--- config.mk ---
export PLATFORM = sky130hd
export DESIGN_NAME = sauc_ctrl
export DESIGN_NICKNAME = d
export VERILOG_FILES = /design/src/sv/slot_allocator_update_coalescer_assert.svh /design/src/sv/sauc_pkg.sv /design/src/sv/sauc_ctrl.sv
export SDC_FILE = /design/constraint.sdc
export NUM_CORES = 1
export LEC_CHECK = 0
export BUFFER_PORTS_ARGS = -buffer_cell sky130_fd_sc_hd__buf_4
export CORE_AREA = 2 2 39 41
export DETAILED_ROUTE_END_ITERATION = 12
export DIE_AREA = 0 0 41 43
export GPL_TIMING_DRIVEN = 0
export SETUP_SLACK_MARGIN = 0.5
export SYNTH_ARGS = -nofsm -noshare
export SYNTH_HDL_FRONTEND = slang
export SYNTH_SLANG_ARGS = --single-unit
--- constraint.sdc ---
create_clock -name clock -period 3.12 [get_ports clock]
set_input_delay 0.468 -clock clock [delete_from_list [all_inputs] [get_ports clock]]
set_output_delay 0.468 -clock clock [all_outputs]
set_load 0.02 [all_outputs]
--- src/sv/slot_allocator_update_coalescer_assert.svh ---
// Assertion macros used by the coalescer datapath (sauc_dp).
// Both expect a signal named clock in the calling scope; SAUC_ASSERT also expects reset.
`ifndef SLOT_ALLOCATOR_UPDATE_COALESCER_ASSERT_SVH
`define SLOT_ALLOCATOR_UPDATE_COALESCER_ASSERT_SVH

// Checked only outside reset.
`define SAUC_ASSERT(lbl, prop, msg) \
   lbl: assert property (@(posedge clock) disable iff (reset) prop) else $error(msg);

// Checked at every edge, reset included.
`define SAUC_ASSERT_ALWAYS(lbl, prop, msg) \
   lbl: assert property (@(posedge clock) prop) else $error(msg);

`endif

--- src/sv/sauc_pkg.sv ---
// ----------------------------------------------------------------------------
// sauc_pkg
// Types, codes and helpers of the slot allocator / update coalescer.
// ----------------------------------------------------------------------------
package sauc_pkg;

   localparam int MAX_SLOTS_DEF = 1024;
   localparam int MAX_INST_W    = 11;
   localparam int SLOT_W        = 16;
   localparam int GEOM_W        = 32;
   localparam int OUT_SLOT_W    = 10;
   localparam int OUT_CNT_W     = 11;
   localparam int CSR_ADDR_W    = 3;
   localparam int CSR_DATA_W    = 32;
   localparam logic [MAX_INST_W-1:0] MAX_INST_RST = 11'd1024;
   localparam logic [GEOM_W-1:0]     PRESERVE_ID  = 32'hFFFF_FFFF;

   // register index, taken from paddr[2]
   localparam logic REG_MAX_INST = 1'b0;

   typedef enum logic [1:0] {
      ACT_ALLOC  = 2'd0,
      ACT_FREE   = 2'd1,
      ACT_UPDATE = 2'd2,
      ACT_FLUSH  = 2'd3
   } action_type;

   typedef enum logic [1:0] {
      ST_OK       = 2'd0,
      ST_NO_SLOT  = 2'd1,
      ST_INVALID  = 2'd2,
      ST_FULL     = 2'd3
   } status_type;

   typedef enum logic [1:0] {
      CLS_NEG  = 2'd0,
      CLS_ZERO = 2'd1,
      CLS_POS  = 2'd2,
      CLS_NAN  = 2'd3
   } wclass_type;

   typedef struct packed {
      logic clear;    // shadow clearing pass
      logic capture;  // item accepted, launch first reads
      logic rd;       // launch pending list read
      logic exec;     // evaluate and commit
   } sauc_cmd_type;

   typedef struct packed {
      logic clear_done;
      logic out_free;
   } sauc_stat_type;

   function automatic wclass_type classify_w(input logic [31:0] w);
      wclass_type c;
      if (w[30:23] == 8'hFF && w[22:0] != 23'd0) begin
         c = CLS_NAN;
      end else if (w[30:0] == 31'd0) begin
         c = CLS_ZERO;
      end else if (w[31]) begin
         c = CLS_NEG;
      end else begin
         c = CLS_POS;
      end
      return c;
   endfunction

endpackage

--- src/sv/sauc_ctrl.sv ---
// ----------------------------------------------------------------------------
// sauc_ctrl
// Sequencer: clearing pass, accept, map read, list read, commit.
// ----------------------------------------------------------------------------
module sauc_ctrl import sauc_pkg::*; (
   input  logic          clock,
   input  logic          reset,
   input  logic          req_valid,
   output logic          req_ready,
   input  sauc_stat_type stat,
   output sauc_cmd_type  cmd
);

   typedef enum logic [1:0] {
      S_CLEAR,
      S_IDLE,
      S_READ,
      S_EXEC
   } state_type;

   state_type state_ff;
   logic      ready_ff;

   always_ff @(posedge clock) begin
      if (reset) begin
         state_ff <= S_CLEAR;
         ready_ff <= 1'b0;
      end else begin
         unique case (state_ff)
            S_CLEAR: begin
               if (stat.clear_done) begin
                  state_ff <= S_IDLE;
                  ready_ff <= 1'b1;
               end
            end
            S_IDLE: begin
               if (req_valid && ready_ff) begin
                  state_ff <= S_READ;
                  ready_ff <= 1'b0;
               end
            end
            S_READ: begin
               state_ff <= S_EXEC;
            end
            S_EXEC: begin
               // commit waits for the output register to free up
               if (stat.out_free) begin
                  state_ff <= S_IDLE;
                  ready_ff <= 1'b1;
               end
            end
            default: begin
               state_ff <= S_CLEAR;
               ready_ff <= 1'b0;
            end
         endcase
      end
   end

   assign req_ready   = ready_ff;
   assign cmd.clear   = (state_ff == S_CLEAR);
   assign cmd.capture = req_valid && ready_ff;
   assign cmd.rd      = (state_ff == S_READ);
   assign cmd.exec    = (state_ff == S_EXEC);

endmodule

==> impl_metrics.env <==
export IMPL_cpLargestDelayFamily="flip-flops"
export IMPL_root_buffer="clkbuf_4"
export IMPL_worstSetupPathType="flip-flop to primary output"
export IMPL_synth_simple_area_share_pct=22.9
export IMPL_synth_seq_cells=3
export IMPL_io_pins=10
export IMPL_post_cts_resized=0
export IMPL_slowest_delay_ns=0.37
export IMPL_grt_util_met2_pct=9.06
export IMPL_dp_cells=49
export IMPL_crit_slowest_cell="dfxtp_1"
export IMPL_hold_buffers=0
export IMPL_p_per_area_mw_per_mm2=857
export IMPL_cp_startpoint="state_ff[0]"
export IMPL_maxSlewViolCount=0
export IMPL_fmax_mhz=653
export IMPL_grtUsageMet3_pct=3.14
export IMPL_layout_common_cells="9 x buf_4, 4 x inv_1, 4 x ha_1"
export IMPL_drc=0
export IMPL_fin_crit_sh_pct=49.1
export IMPL_crit_fanout=4
export IMPL_skew_ns=0.000615
export IMPL_grt_overflow=0
export IMPL_ys_seq_area_share_pct=27.4
export IMPL_holdCritStartpoint="reset"
export IMPL_final_util_pct=24.1
export IMPL_stdcell_count=53
export IMPL_drive_above_1_share_pct=35.1
export IMPL_synth_distinct_cells=14
export IMPL_ys_warn_count=0
export IMPL_ant_nets=0
export IMPL_wl_um=421
export IMPL_wl_per_cell_um=7.94
export IMPL_cp_start_kind="flip-flop"
export IMPL_reg2reg_from="state_ff[0]"
export IMPL_cts_setup_buffers=0
export IMPL_area_growth_pct=52.0
export IMPL_antenna_found_initial=0
export IMPL_syn_cell_area_sq_um=219
export IMPL_die_x_um=41
export IMPL_drv_cap=0
export IMPL_arrival_ns=1.06
export IMPL_htreeDepth=1
export IMPL_endpoint_kind="primary output"
export IMPL_synth_mux_area_share_pct=4.57
export IMPL_synth_top_family_by_area="adder cells"
export IMPL_outcome="completed"
export IMPL_synth_compound_area_share_pct=15.4
export IMPL_vias=207
export IMPL_cp_cell_sequence="inv_1 -> ha_1 -> buf_4"
export IMPL_portBuffers=9
export IMPL_grt_max_degree=6
export IMPL_gp_congestion=0.662
export IMPL_rsz0062_at_grt="false"
export IMPL_clk_latency_ns=0.23
export IMPL_avgSynthCellArea_sq_um=9.12
export IMPL_cts_tree="built"
export IMPL_cts_sinks=3
export IMPL_viasPerCell=3.91
export IMPL_finalSetupViolCount=0
export IMPL_grt_pass1_wl_um=641
export IMPL_worst_slew_pin_slew_ns=0.288
export IMPL_dr_pass1_iters=1
export IMPL_fillers=170
export IMPL_synth_nets=33
export IMPL_worst_hold_path_type="primary input to flip-flop"
export IMPL_mostFrequentLayoutCell="buf_4"
export IMPL_p_total_mw=0.285
export IMPL_fin_setup_tns_ns=0
export IMPL_crit_required_ns=2.65
export IMPL_met1_usage_pct=4.46
export IMPL_clkTransAtPathRegs_ns=0.03
export IMPL_synthAdderAreaFrac_pct=22.9
export IMPL_die_h_um=43
export IMPL_row_count=14
export IMPL_fin_nets=47
export IMPL_place_hpwl_um=371
export IMPL_first_global_vias=199
export IMPL_whs_ns=0.428
export IMPL_cts_inserted_buffers=3
export IMPL_start_util_pct=15.8
export IMPL_synth_xor_area_share_pct=0
export IMPL_drt_initial_drc_count=0
export IMPL_slew_headroom_pct=80.8
export IMPL_grt_most_used_layer="met2"
export IMPL_grt_usage_pct=5.81
export IMPL_irDropWorstVdd_mv=0.251
export IMPL_period_minus_slack_ns=1.53
export IMPL_synthCells=24
export IMPL_power_leakage_nw=0.166
export IMPL_num_antenna_cells=0
export IMPL_path_buf_inv=2
export IMPL_cts_buffer_depth=2
export IMPL_dieArea_sq_mm=0.00176
export IMPL_hold_viol=0
export IMPL_core_sq_mm=0.00138
[worst reg2reg max path: stages, from the launching register on]
cell and delay [ns]:
dfxtp_1 0.37, inv_1 0.08, ha_1 0.20, nor2b_1 0.17, or4_1 0.40, a21oi_1 0.15
[cell usage after synthesis]
cell type  instances  share of area (%)
nor2b_4            1                6.3
a211oi_1           1                3.4
inv_1              4                6.9
o41ai_1            1                4.0
nor2b_1            1                2.9
or4_1              1                3.4
or3_1              1                2.9
nand2b_1           2                5.7
dfxtp_1            3                 27
o31ai_1            1                3.4
nand2_1            1                1.7
ha_1               4                 23
a21oi_1            2                4.6
mux2i_1            1                4.6
[final cells by class]
type / instances / area, sq um / area share, %
Multi-Input combinational cell: 17 / 144 / 43.2
Clock buffer: 4 / 26.3 / 7.89
Sequential cell: 3 / 60.1 / 18.0
Tap cell: 16 / 20.0 / 6.02
Inverter: 4 / 15.0 / 4.51
Timing Repair Buffer: 9 / 67.6 / 20.3
[worst paths after layout]
path,to,slack (ns),cells after the start
worst max-delay path,cmd[1],1.59,3
worst min-delay path,req_ready,0.43,2
worst max register to register,req_ready,1.68,5
worst min register to register,req_ready,0.48,2
[through the flow]
step / setup WS, ns / instance area, sq um
after global routing: 1.52 / 333
after floorplan: 1.66 / 219
after global placement: 1.68 / 307
after CTS: 1.57 / 333
after detailed placement: 1.67 / 307
final: 1.59 / 333
[kinds of logic after synthesis]
group / count (synthesis)
simple gates: 7
mux: 1
fa+ha+maj: 4
compound gates: 5
buf+inv: 4
flops: 3
[registers in the layout (all words and copies together), names as in the netlist]
name / cells
state_ff: 2
req_ready: 1
[report_power, final]
group / internal [mW] / switching (mW) / leakage [nW]
registers: 0.0544 / 0.0143 / 0.0250
logic: 0.0720 / 0.0791 / 0.126
clock network: 0.0478 / 0.0176 / 0.0150
total: 0.174 / 0.111 / 0.166
[metal layers]
| metal | routed length [um] | vias up |
|---|---|---|
| met3 | 33 | 0 |
| li1 | - | 108 |
| met5 | 0 | - |
| met4 | 0 | 0 |
| met1 | 172 | 93 |
| met2 | 214 | 6 |
Note: power is estimated with default switching activity, not from simulation.
